[config.mk]
export PLATFORM = sky130hd
export DESIGN_NAME = scan_code_to_ascii_decoder_unit
export DESIGN_NICKNAME = d
export VERILOG_FILES = /design/src/hw/rtl/scdec_pkg.sv /design/src/hw/rtl/scdec_decode.sv /design/src/hw/rtl/scan_code_to_ascii_decoder_unit.sv
export SDC_FILE = /design/constraint.sdc
export NUM_CORES = 1
export LEC_CHECK = 0
export BUFFER_PORTS_ARGS = -buffer_cell sky130_fd_sc_hd__buf_2
export CORE_MARGIN = 1
export CORE_UTILIZATION = 41
export CTS_BUF_LIST = sky130_fd_sc_hd__clkbuf_2 sky130_fd_sc_hd__clkbuf_4 sky130_fd_sc_hd__clkbuf_8
export CTS_CLUSTER_DIAMETER = 40
export DETAILED_ROUTE_END_ITERATION = 8
export GPL_ROUTABILITY_DRIVEN = 0
export HOLD_SLACK_MARGIN = 0.05
export MAX_ROUTING_LAYER = met4
export PLACE_DENSITY_LB_ADDON = 0.12
export SLEW_MARGIN = 20
export SYNTH_ARGS = -nofsm -noshare
export SYNTH_HDL_FRONTEND = slang
export SYNTH_SLANG_ARGS = --single-unit
[constraint.sdc]
create_clock -name clk -period 3.3 [get_ports clk]
set_input_delay 0.33 -clock clk [delete_from_list [all_inputs] [get_ports clk]]
set_output_delay 0.33 -clock clk [all_outputs]
set_load 0.05 [all_outputs]
[src/hw/rtl/scdec_pkg.sv]
// ----------------------------------------------------------------------------
// scdec_pkg: shared types and tables for the scan code decoder
// Holds the decoder state and result records, the special scan bytes, the
// key indexes that steer the lookup and the two-column key map.
// ----------------------------------------------------------------------------
package scdec_pkg;

  localparam int unsigned TABLE_DEFINED = 89;

  localparam logic [7:0] BYTE_PAUSE  = 8'hE1;
  localparam logic [7:0] BYTE_PREFIX = 8'hE0;
  localparam logic [7:0] CODE_PAUSE  = 8'hA0;
  localparam logic [7:0] CODE_NONE   = 8'h00;

  localparam logic [7:0] CHAR_LOW_A = 8'h61;
  localparam logic [7:0] CHAR_LOW_Z = 8'h7A;

  localparam logic [6:0] IDX_LSHIFT    = 7'd42;
  localparam logic [6:0] IDX_RSHIFT    = 7'd54;
  localparam logic [6:0] IDX_CAPS      = 7'd58;
  localparam logic [6:0] IDX_NUM       = 7'd69;
  localparam logic [6:0] IDX_SCROLL    = 7'd70;
  localparam logic [6:0] IDX_SYM_FIRST = 7'd2;
  localparam logic [6:0] IDX_SYM_LAST  = 7'd53;
  localparam logic [6:0] IDX_PAD_FIRST = 7'd71;
  localparam logic [6:0] IDX_PAD_LAST  = 7'd83;

  typedef struct packed {
    logic       shift_held;
    logic       caps_on;
    logic       num_on;
    logic       scroll_on;
    logic       prefix_pending;
    logic [2:0] pause_bytes_left;
  } scan_state_t;

  typedef struct packed {
    logic [7:0] key_code;
    logic       pressed;
    logic       extended;
    logic       led_changed;
    logic       caps_led;
    logic       num_led;
    logic       scroll_led;
  } key_result_t;

  localparam logic [7:0] PLAIN_COL [0:TABLE_DEFINED-1] = '{
    8'h00, 8'h1B, 8'h31, 8'h32, 8'h33, 8'h34, 8'h35, 8'h36,
    8'h37, 8'h38, 8'h39, 8'h30, 8'h2D, 8'h3D, 8'h08, 8'h09,
    8'h71, 8'h77, 8'h65, 8'h72, 8'h74, 8'h79, 8'h75, 8'h69,
    8'h6F, 8'h70, 8'h5B, 8'h5D, 8'h0A, 8'h81, 8'h61, 8'h73,
    8'h64, 8'h66, 8'h67, 8'h68, 8'h6A, 8'h6B, 8'h6C, 8'h3B,
    8'h27, 8'h60, 8'h82, 8'h5C, 8'h7A, 8'h78, 8'h63, 8'h76,
    8'h62, 8'h6E, 8'h6D, 8'h2C, 8'h2E, 8'h2F, 8'h83, 8'h2A,
    8'h84, 8'h20, 8'h85, 8'h86, 8'h87, 8'h88, 8'h89, 8'h8A,
    8'h8B, 8'h8C, 8'h8D, 8'h8E, 8'h8F, 8'h90, 8'h91, 8'h92,
    8'h93, 8'h94, 8'h2D, 8'h95, 8'h96, 8'h97, 8'h2B, 8'h98,
    8'h99, 8'h9A, 8'h9B, 8'h9C, 8'h00, 8'h00, 8'h00, 8'h9D,
    8'h9E
  };

  localparam logic [7:0] SHIFTED_COL [0:TABLE_DEFINED-1] = '{
    8'h00, 8'h1B, 8'h21, 8'h40, 8'h23, 8'h24, 8'h25, 8'h5E,
    8'h26, 8'h2A, 8'h28, 8'h29, 8'h5F, 8'h2B, 8'h08, 8'h09,
    8'h51, 8'h57, 8'h45, 8'h52, 8'h54, 8'h59, 8'h55, 8'h49,
    8'h4F, 8'h50, 8'h7B, 8'h7D, 8'h0A, 8'h81, 8'h41, 8'h53,
    8'h44, 8'h46, 8'h47, 8'h48, 8'h4A, 8'h4B, 8'h4C, 8'h3A,
    8'h22, 8'h7E, 8'h82, 8'h7C, 8'h5A, 8'h58, 8'h43, 8'h56,
    8'h42, 8'h4E, 8'h4D, 8'h3C, 8'h3E, 8'h3F, 8'h83, 8'h2A,
    8'h84, 8'h20, 8'h85, 8'h86, 8'h87, 8'h88, 8'h89, 8'h8A,
    8'h8B, 8'h8C, 8'h8D, 8'h8E, 8'h8F, 8'h90, 8'h91, 8'h37,
    8'h38, 8'h39, 8'h2D, 8'h34, 8'h35, 8'h36, 8'h2B, 8'h31,
    8'h32, 8'h33, 8'h30, 8'h2E, 8'h00, 8'h00, 8'h00, 8'h9D,
    8'h9E
  };

  // Entries past the defined rows read as no key.
  function automatic logic [7:0] plain_code(input logic [6:0] idx);
    logic [7:0] code;
    code = CODE_NONE;
    if (32'(idx) < TABLE_DEFINED) begin
      code = PLAIN_COL[idx];
    end
    return code;
  endfunction

  function automatic logic [7:0] shifted_code(input logic [6:0] idx);
    logic [7:0] code;
    code = CODE_NONE;
    if (32'(idx) < TABLE_DEFINED) begin
      code = SHIFTED_COL[idx];
    end
    return code;
  endfunction

endpackage

[src/hw/rtl/scdec_decode.sv]
// ----------------------------------------------------------------------------
// scdec_decode: single scan byte decode step
// Combinational next state and result for one scan byte against the
// current lock, prefix and pause-skip state.
// ----------------------------------------------------------------------------
module scdec_decode #(
  parameter int PAUSE_SKIP  = 2,
  parameter int MAP_ENTRIES = 89
) (
  input  logic [7:0]             scan_byte,
  input  scdec_pkg::scan_state_t state,
  output scdec_pkg::scan_state_t state_next,
  output scdec_pkg::key_result_t res,
  output logic                   res_valid
);
  import scdec_pkg::*;

  localparam logic [7:0] MAP_LIMIT  = 8'(MAP_ENTRIES);
  localparam logic [2:0] SKIP_COUNT = 3'(PAUSE_SKIP);

  logic [6:0] idx;
  logic       down;
  logic       in_map;
  logic [7:0] code_plain;
  logic [7:0] code_shifted;
  logic       is_letter;
  logic       is_symbol;
  logic       is_keypad;
  logic       use_shifted;

  assign idx  = scan_byte[6:0];
  assign down = ~scan_byte[7];

  assign in_map       = {1'b0, idx} < MAP_LIMIT;
  assign code_plain   = in_map ? plain_code(idx) : CODE_NONE;
  assign code_shifted = in_map ? shifted_code(idx) : CODE_NONE;

  always_comb begin
    is_letter = code_plain inside {[CHAR_LOW_A:CHAR_LOW_Z]};
    is_symbol = idx inside {[IDX_SYM_FIRST:IDX_SYM_LAST]};
    is_keypad = idx inside {[IDX_PAD_FIRST:IDX_PAD_LAST]};
    if (is_letter) begin
      use_shifted = state.shift_held ^ state.caps_on;
    end else if (is_symbol) begin
      use_shifted = state.shift_held;
    end else if (is_keypad && !state.prefix_pending) begin
      use_shifted = state.num_on;
    end else begin
      use_shifted = 1'b0;
    end
  end

  always_comb begin
    state_next = state;
    res_valid  = 1'b0;
    res        = '0;
    if (state.pause_bytes_left != 3'd0) begin
      // swallow the rest of the pause sequence
      state_next.pause_bytes_left = state.pause_bytes_left - 3'd1;
    end else if (scan_byte == BYTE_PAUSE) begin
      state_next.pause_bytes_left = SKIP_COUNT;
      res_valid       = 1'b1;
      res.key_code    = CODE_PAUSE;
      res.pressed     = 1'b1;
      res.caps_led    = state.caps_on;
      res.num_led     = state.num_on;
      res.scroll_led  = state.scroll_on;
    end else if (scan_byte == BYTE_PREFIX) begin
      state_next.prefix_pending = 1'b1;
    end else begin
      state_next.prefix_pending = 1'b0;
      res_valid    = 1'b1;
      res.key_code = use_shifted ? code_shifted : code_plain;
      res.pressed  = down;
      res.extended = state.prefix_pending;
      if (idx == IDX_LSHIFT || idx == IDX_RSHIFT) begin
        state_next.shift_held = down;
      end else if (idx == IDX_CAPS && down) begin
        state_next.caps_on = ~state.caps_on;
        res.led_changed    = 1'b1;
      end else if (idx == IDX_NUM && down) begin
        state_next.num_on = ~state.num_on;
        res.led_changed   = 1'b1;
      end else if (idx == IDX_SCROLL && down) begin
        state_next.scroll_on = ~state.scroll_on;
        res.led_changed      = 1'b1;
      end
      res.caps_led   = state_next.caps_on;
      res.num_led    = state_next.num_on;
      res.scroll_led = state_next.scroll_on;
    end
  end

endmodule

[src/hw/rtl/scan_code_to_ascii_decoder_unit.sv]
// ----------------------------------------------------------------------------
// scan_code_to_ascii_decoder_unit: set-1 scan byte to key code decoder
// Turns raw keyboard scan bytes into key codes with press/release, extended
// and lock LED marks.
// ----------------------------------------------------------------------------
// Usage:
//   Input channel (in_valid/in_ready, scan_byte) takes one raw scan byte per
//   transfer. Output channel (out_valid/out_ready) carries one key result.
//   Prefix bytes and bytes skipped after a pause byte give no result; every
//   other byte gives exactly one.
//   A byte lands in the input register on its transfer; once the output
//   register is free, or the byte gives no result, it is decoded and the
//   result is loaded into the output register, which raises out_valid.
//   Throughput: one byte per cycle unless the receiver stalls; the table
//   lookup and lock/prefix update sit in one combinational step between
//   the two registers.
//   Reset clears the lock flags, shift, prefix and pause-skip count, and
//   empties both registers.
//   When the receiver stalls, the result holds in the output register and
//   one more byte may wait in the input register; in_ready drops only when
//   both are full and out_ready is low.
// ----------------------------------------------------------------------------
module scan_code_to_ascii_decoder_unit #(
  parameter int PAUSE_SKIP  = 2,
  parameter int MAP_ENTRIES = 89
) (
  input  logic       clk,
  input  logic       rst,
  input  logic       in_valid,
  output logic       in_ready,
  input  logic [7:0] scan_byte,
  output logic       out_valid,
  input  logic       out_ready,
  output logic [7:0] key_code,
  output logic       pressed,
  output logic       extended,
  output logic       led_changed,
  output logic       caps_led,
  output logic       num_led,
  output logic       scroll_led
);
  import scdec_pkg::*;

  // input register
  logic        s1_valid;
  logic [7:0]  s1_byte;

  // decoder state
  scan_state_t state;
  scan_state_t state_next;

  // decode result and output register
  key_result_t res;
  logic        res_valid;
  key_result_t out_res;

  logic        out_free;
  logic        s1_advance;

  scdec_decode #(
    .PAUSE_SKIP  (PAUSE_SKIP),
    .MAP_ENTRIES (MAP_ENTRIES)
  ) u_decode (
    .scan_byte  (s1_byte),
    .state      (state),
    .state_next (state_next),
    .res        (res),
    .res_valid  (res_valid)
  );

  // A byte without a result never waits on the output side.
  assign out_free   = ~out_valid | out_ready;
  assign s1_advance = s1_valid & (~res_valid | out_free);
  assign in_ready   = ~s1_valid | s1_advance;

  always_ff @(posedge clk) begin
    if (rst) begin
      s1_valid <= 1'b0;
    end else if (in_ready) begin
      s1_valid <= in_valid;
    end
  end

  // hold the byte until it is decoded
  always_ff @(posedge clk) begin
    if (in_valid && in_ready) begin
      s1_byte <= scan_byte;
    end
  end

  // advance the state only when the decoded byte leaves the input register
  always_ff @(posedge clk) begin
    if (rst) begin
      state <= '0;
    end else if (s1_advance) begin
      state <= state_next;
    end
  end

  always_ff @(posedge clk) begin
    if (rst) begin
      out_valid <= 1'b0;
    end else if (s1_advance && res_valid) begin
      out_valid <= 1'b1;
    end else if (out_ready) begin
      out_valid <= 1'b0;
    end
  end

  always_ff @(posedge clk) begin
    if (s1_advance && res_valid) begin
      out_res <= res;
    end
  end

  assign key_code    = out_res.key_code;
  assign pressed     = out_res.pressed;
  assign extended    = out_res.extended;
  assign led_changed = out_res.led_changed;
  assign caps_led    = out_res.caps_led;
  assign num_led     = out_res.num_led;
  assign scroll_led  = out_res.scroll_led;

`ifndef SYNTHESIS
  // a free output slot must never block the input
  a_ready_when_free: assert property (@(posedge clk) disable iff (rst)
    (!out_valid || out_ready) |-> in_ready)
    else $error("in_ready low while output slot is free");

  // skipped pause bytes count down by one each
  a_pause_countdown: assert property (@(posedge clk) disable iff (rst)
    (s1_advance && state.pause_bytes_left != 3'd0) |=>
      (state.pause_bytes_left == $past(state.pause_bytes_left) - 3'd1))
    else $error("pause skip count did not count down");

  // only a key press can toggle a lock
  a_led_on_press: assert property (@(posedge clk) disable iff (rst)
    (out_valid && led_changed) |-> pressed)
    else $error("LED change reported on a release");

  // a pause result is always a plain press
  a_pause_result: assert property (@(posedge clk) disable iff (rst)
    (out_valid && key_code == CODE_PAUSE) |-> (pressed && !extended && !led_changed))
    else $error("pause result carries wrong marks");
`endif

endmodule
==> results of run 1 <==
[layer usage]
layer / up-vias / track usage (%)
met3: 55 / 5.01
met2: 238 / 42.9
met1: 1702 / 32.5
met5: - / -
met4: 0 / 14.2
li1: 1696 / -
[synthesized netlist by cell type, drive strengths merged, types with 6 or more instances]
master	n	area (um^2)
nand2b	14	87.6
nand2	38	143
o211ai	9	67.6
nand3	9	45.0
nor2b	9	56.3
buf	26	153
a211oi	7	52.6
mux2i	7	82.6
a31oi	8	50.1
nor2	50	190
ha	17	213
a21oi	35	183
o31ai	8	65.1
clkbuf	8	30.0
edfxtp	22	661
inv	17	66.3
dfxtp	10	200
o21ai	27	135
mux2	6	82.6
[cells by family (layout without fill, tap and decap cells)]
group / Yosys count / after routing / synth area share [%]
fa+ha+maj: 17 / 17 / 6.34
compound gates: 145 / 145 / 30.7
flops: 32 / 32 / 25.7
xor+xnor: 5 / 5 / 1.30
simple gates: 154 / 154 / 22.3
buf+inv: 51 / 122 / 7.42
mux: 15 / 15 / 6.26
[cell type report]
cell class	count	area (um^2)
timing repair buffer	97	697
tap	102	128
sequential	32	861
clock buffer	7	90.1
clock inverter	1	7.51
inverter	17	68.8
fill	743	3590
multi-input combinational	336	2370
[where the power goes]
part / internal (uW) / leakage, uW / switching (uW)
Clock: 178 / 0.0000479 / 146
Combinational: 201 / 0.00141 / 295
Sequential: 449 / 0.000291 / 11.8
[registers in the layout, indices dropped and copies added, names as in the netlist]
register,cells
s1_byte,8
led_changed,1
out_valid,1
s1_valid,1
pressed,1
extended,1
key_code,8
caps_led,1
num_led,1
state,8
scroll_led,1
[timing repair]
item,in CTS,in global routing
endpoints found under the setup margin,8,8
setup buffers,2,11
hold buffers,0,0
pin swaps,1,20
gates resized for setup,8,24
[metrics by stage]
stage	instances	setup WS (ns)
after floorplan	419	0.0105
after global placement	571	-0.0174
after detailed placement	571	-0.119
after CTS	581	0.000815
after global routing	592	-0.0254
final	592	0.0460
[path summary, 6_finish.rpt]
check                             startpoint           to  slack, ns  cells after the start
worst max-delay path              s1_byte[5]  key_code[4]       0.05                      8
worst min-delay path            scan_byte[7]   s1_byte[7]       0.23                      1
worst max register to register    s1_byte[5]  key_code[4]       0.05                      8
worst min register to register      state[3]     state[3]       0.48                      2
==> results.toml, run 1 <==
[placed_design]
placed_area_um2 = 3900
dp_hpwl_mm = 8.24
port_buffers = 27

[route]
drc = 0
wl_met2_mm = 5.07
routed-via-count = 3691
viasPerCell = 6.23
postRouteAntennaNets = 0
initialDrtViolationCount = 333
met3_length_mm = 1.02
met1_length_mm = 4.46
wirelength_mm = 11.2
avgRoutedWirePerCell_um = 18.8
drtPass1Iterations = 5
top_layer_used = "met4"

[worst_setup_path]
cp_top_family = "multiplexers"
cp-start-kind = "flop"
arrival_ns = 3.29
critPathRequiredTime_ns = 3.34
critPathKind = "flop to flop"
path_cells = "inv_1 -> nor2_1 -> a211oi_2 -> buf_4 -> a21boi_2 -> o31ai_4 -> mux2i_4 -> mux2_4"
crit_path_max_fanout = 10
slowest_stage = "edfxtp_1"
slowest_delay_ns = 0.67
path_buf_inv = 2
cp-end-kind = "flop"

[logic_synthesis]
synthFlopType = "edfxtp_1"
synth_edf_count = 22
synth.distinct_cells = 76
synth_area_um2 = 3360
syn_nets = 448
synth-async-reset-ratio_pct = 0
synth_area_per_cell_um2 = 8.01
synthCells = 419
yosysWarnings = 0
seq_area_frac_synth_pct = 25.7
synth_seq_cells = 32

[sta]
holdWs_ns = 0.227
worst_clock_skew_ns = 0.0128
worst_pin_slew_ns = 0.557
period_minus_slack_ns = 3.25
fin_crit_sh_pct = 98.6
slew_headroom_pct = 62.5
final_hold_viol_count = 0
setup_viol = 0
tns_ns = 0
slew_violations = 0
fmax_mhz = 307

[floorplanning]
ioPinCount = 28
core_um2 = 7810
die_h_um = 92.5
die_area_um2 = 8550
chipWidth_um = 92.5
rows = 32
initial_utilization_pct = 43.0

[grt]
overflow = 0
grt_max_degree = 42
grt_pass1_wl_mm = 17.5
grt_pass1_vias = 3451
grt_use_total_pct = 27.0
antenna_found_initial = 0

[final_layout]
area.growth.synth_to_final_pct = 25.8
drive_gt1_share_pct = 30.4
antennaDiodeCount = 0
final_core_util_pct = 54.1
layout_common_cells = "65 x buf_4, 47 x nor2_1, 38 x nand2_1"
fin_area_um2 = 4220
nets = 518
mostFrequentLayoutCell = "buf_4"

[power]
leakage_uw = 0.00175
finalPower_uw = 1280
vdd_drop_max_mv = 0.263
power_density_nw_per_um2 = 304

[clocking]
clkSinkCount = 32
cts_made_buffers = 5
cts_tree = "built"
clockBufferDepth = 2
cts.clk_slew.worst_paths_ns = 0.07
clock-root-buffer = "clkbuf_8"
insertion_delay_ns = 0.28
cts_max_level = 2

[worst_hold_path]
hold_class = "primary input to flop"

[outcome]
run_status = "complete, no violations"

[run]
maxCapViolCount = 0
(Power assumes the default switching activity.)
==> run 2: changes to the inputs <==
- CTS_BUF_LIST: sky130_fd_sc_hd__clkbuf_2 sky130_fd_sc_hd__clkbuf_4 sky130_fd_sc_hd__clkbuf_8 -> sky130_fd_sc_hd__clkbuf_8
==> results.toml, run 2 (synthesized netlist as in run 1, its figures left out) <==
[outcome]
run_status = "complete, no violations"

[worst_setup_path]
arrival_ns = 3.31
r2r-end = "key_code[4]"
critPathKind = "flop to flop"
crit_path_max_fanout = 10
cp-start-kind = "flop"
timing.rr.start = "s1_byte[5]"
critPathRequiredTime_ns = 3.34
rr_worst_depth = 8
rrSetupSlack_ns = 0.02
cp-end-kind = "flop"

[power]
vdd_drop_max_mv = 0.264
power_density_nw_per_um2 = 301
finalPower_uw = 1270
leakage_uw = 0.00175

[route]
initialDrtViolationCount = 443
wirelength_mm = 11.2
routed-via-count = 3683
postRouteAntennaNets = 0
drc = 0
viasPerCell = 6.22
avgRoutedWirePerCell_um = 18.9
drtPass1Iterations = 6

[clocking]
clockBufferDepth = 2
cts_made_buffers = 5
clock-root-buffer = "clkbuf_8"
insertion_delay_ns = 0.29
cts.clk_slew.worst_paths_ns = 0.07
cts_max_level = 2
cts_tree = "built"
holdBufCountCts = 0
clkSinkCount = 32

[placed_design]
placed_area_um2 = 3900
port_buffers = 27
dp_hpwl_mm = 8.24
placedCellCount = 571

[grt]
overflow = 0
antenna_found_initial = 0
grt_pass1_wl_mm = 17.5
grt_max_degree = 42
grt_pass1_vias = 3452
grt_use_total_pct = 27.0

[floorplanning]
die_area_um2 = 8550
initial_utilization_pct = 43.0
ioPinCount = 28
chipWidth_um = 92.5
core_um2 = 7810
die_h_um = 92.5
rows = 32

[final_layout]
drive_gt1_share_pct = 30.2
layout_common_cells = "65 x buf_4, 47 x nor2_1, 38 x nand2_1"
fin_area_um2 = 4220
area.growth.synth_to_final_pct = 25.7
final_core_util_pct = 54.0
antennaDiodeCount = 0
nets = 518
fillers = 745
fin_cells = 592
mostFrequentLayoutCell = "buf_4"

[sta]
final_hold_viol_count = 0
worst_pin_slew_ns = 0.581
tns_ns = 0
fmax_mhz = 305
period_minus_slack_ns = 3.28
slew_violations = 0
fin_crit_sh_pct = 99.3
slew_headroom_pct = 61.1
worst_clock_skew_ns = 0.0131
setup_viol = 0

[worst_hold_path]
min_path_cells = 1
hold_path_end = "s1_byte[5]"
holdCritStartpoint = "scan_byte[5]"
hold_class = "primary input to flop"

[run]
maxCapViolCount = 0
run 2: where the power goes:
group          switching (uW)  internal, uW  total [uW]
registers                11.9           449         461
clock network             146           166         313
logic                     295           201         497
total                     454           817        1270
run 2: cell type report:
class | count | area [um^2] | share of cell area (%)
Tap cell | 102 | 128 | 3.03
Inverter | 17 | 68.8 | 1.63
Timing Repair Buffer | 97 | 697 | 16.5
Clock inverter | 2 | 11.3 | 0.267
Clock buffer | 6 | 82.6 | 1.96
Multi-Input combinational cell | 336 | 2370 | 56.2
Sequential cell | 32 | 861 | 20.4
run 2: layer usage:
layer / GRT usage [%] / wire length, um
met2: 42.8 / 5160
met4: 14.2 / 562
met3: 5.01 / 957
met5: - / 0
met1: 32.6 / 4500
run 2: critical path: stages (launching register included):
cell      delay, ns
edfxtp_1       0.68
inv_1          0.33
nor2_1         0.53
a211oi_2       0.16
buf_4          0.18
a21boi_2       0.16
o31ai_4        0.26
mux2i_4        0.40
mux2_4         0.33
run 2: repair_timing:
action / 4_1_cts / 5_1_grt
pin swaps: 1 / 20
setup endpoints to repair: 8 / 8
setup buffers: 2 / 11
resized for setup: 8 / 24
run 2: worst max path at each step:
stage,from,to,slack (ns),cells after the start
finish,s1_byte[5],key_code[4],0.02,8
global route,s1_byte[1],key_code[0],-0.02,12
CTS,s1_byte[1],key_code[5],0.001,14
detailed placement,s1_byte[1],key_code[4],-0.12,11
global placement,s1_byte[1],key_code[5],-0.02,12
floorplan,s1_byte[1],key_code[4],0.01,12
run 2: through the flow:
stage / hold WS (ns) / worst slack (ns)
3_5_place_dp: 0.467 / -0.119
3_3_place_gp: 0.460 / -0.0174
2_1_floorplan: 0.429 / 0.0105
6_report: 0.227 / 0.0245
4_1_cts: 0.218 / 0.00108
5_1_grt: 0.222 / -0.0248
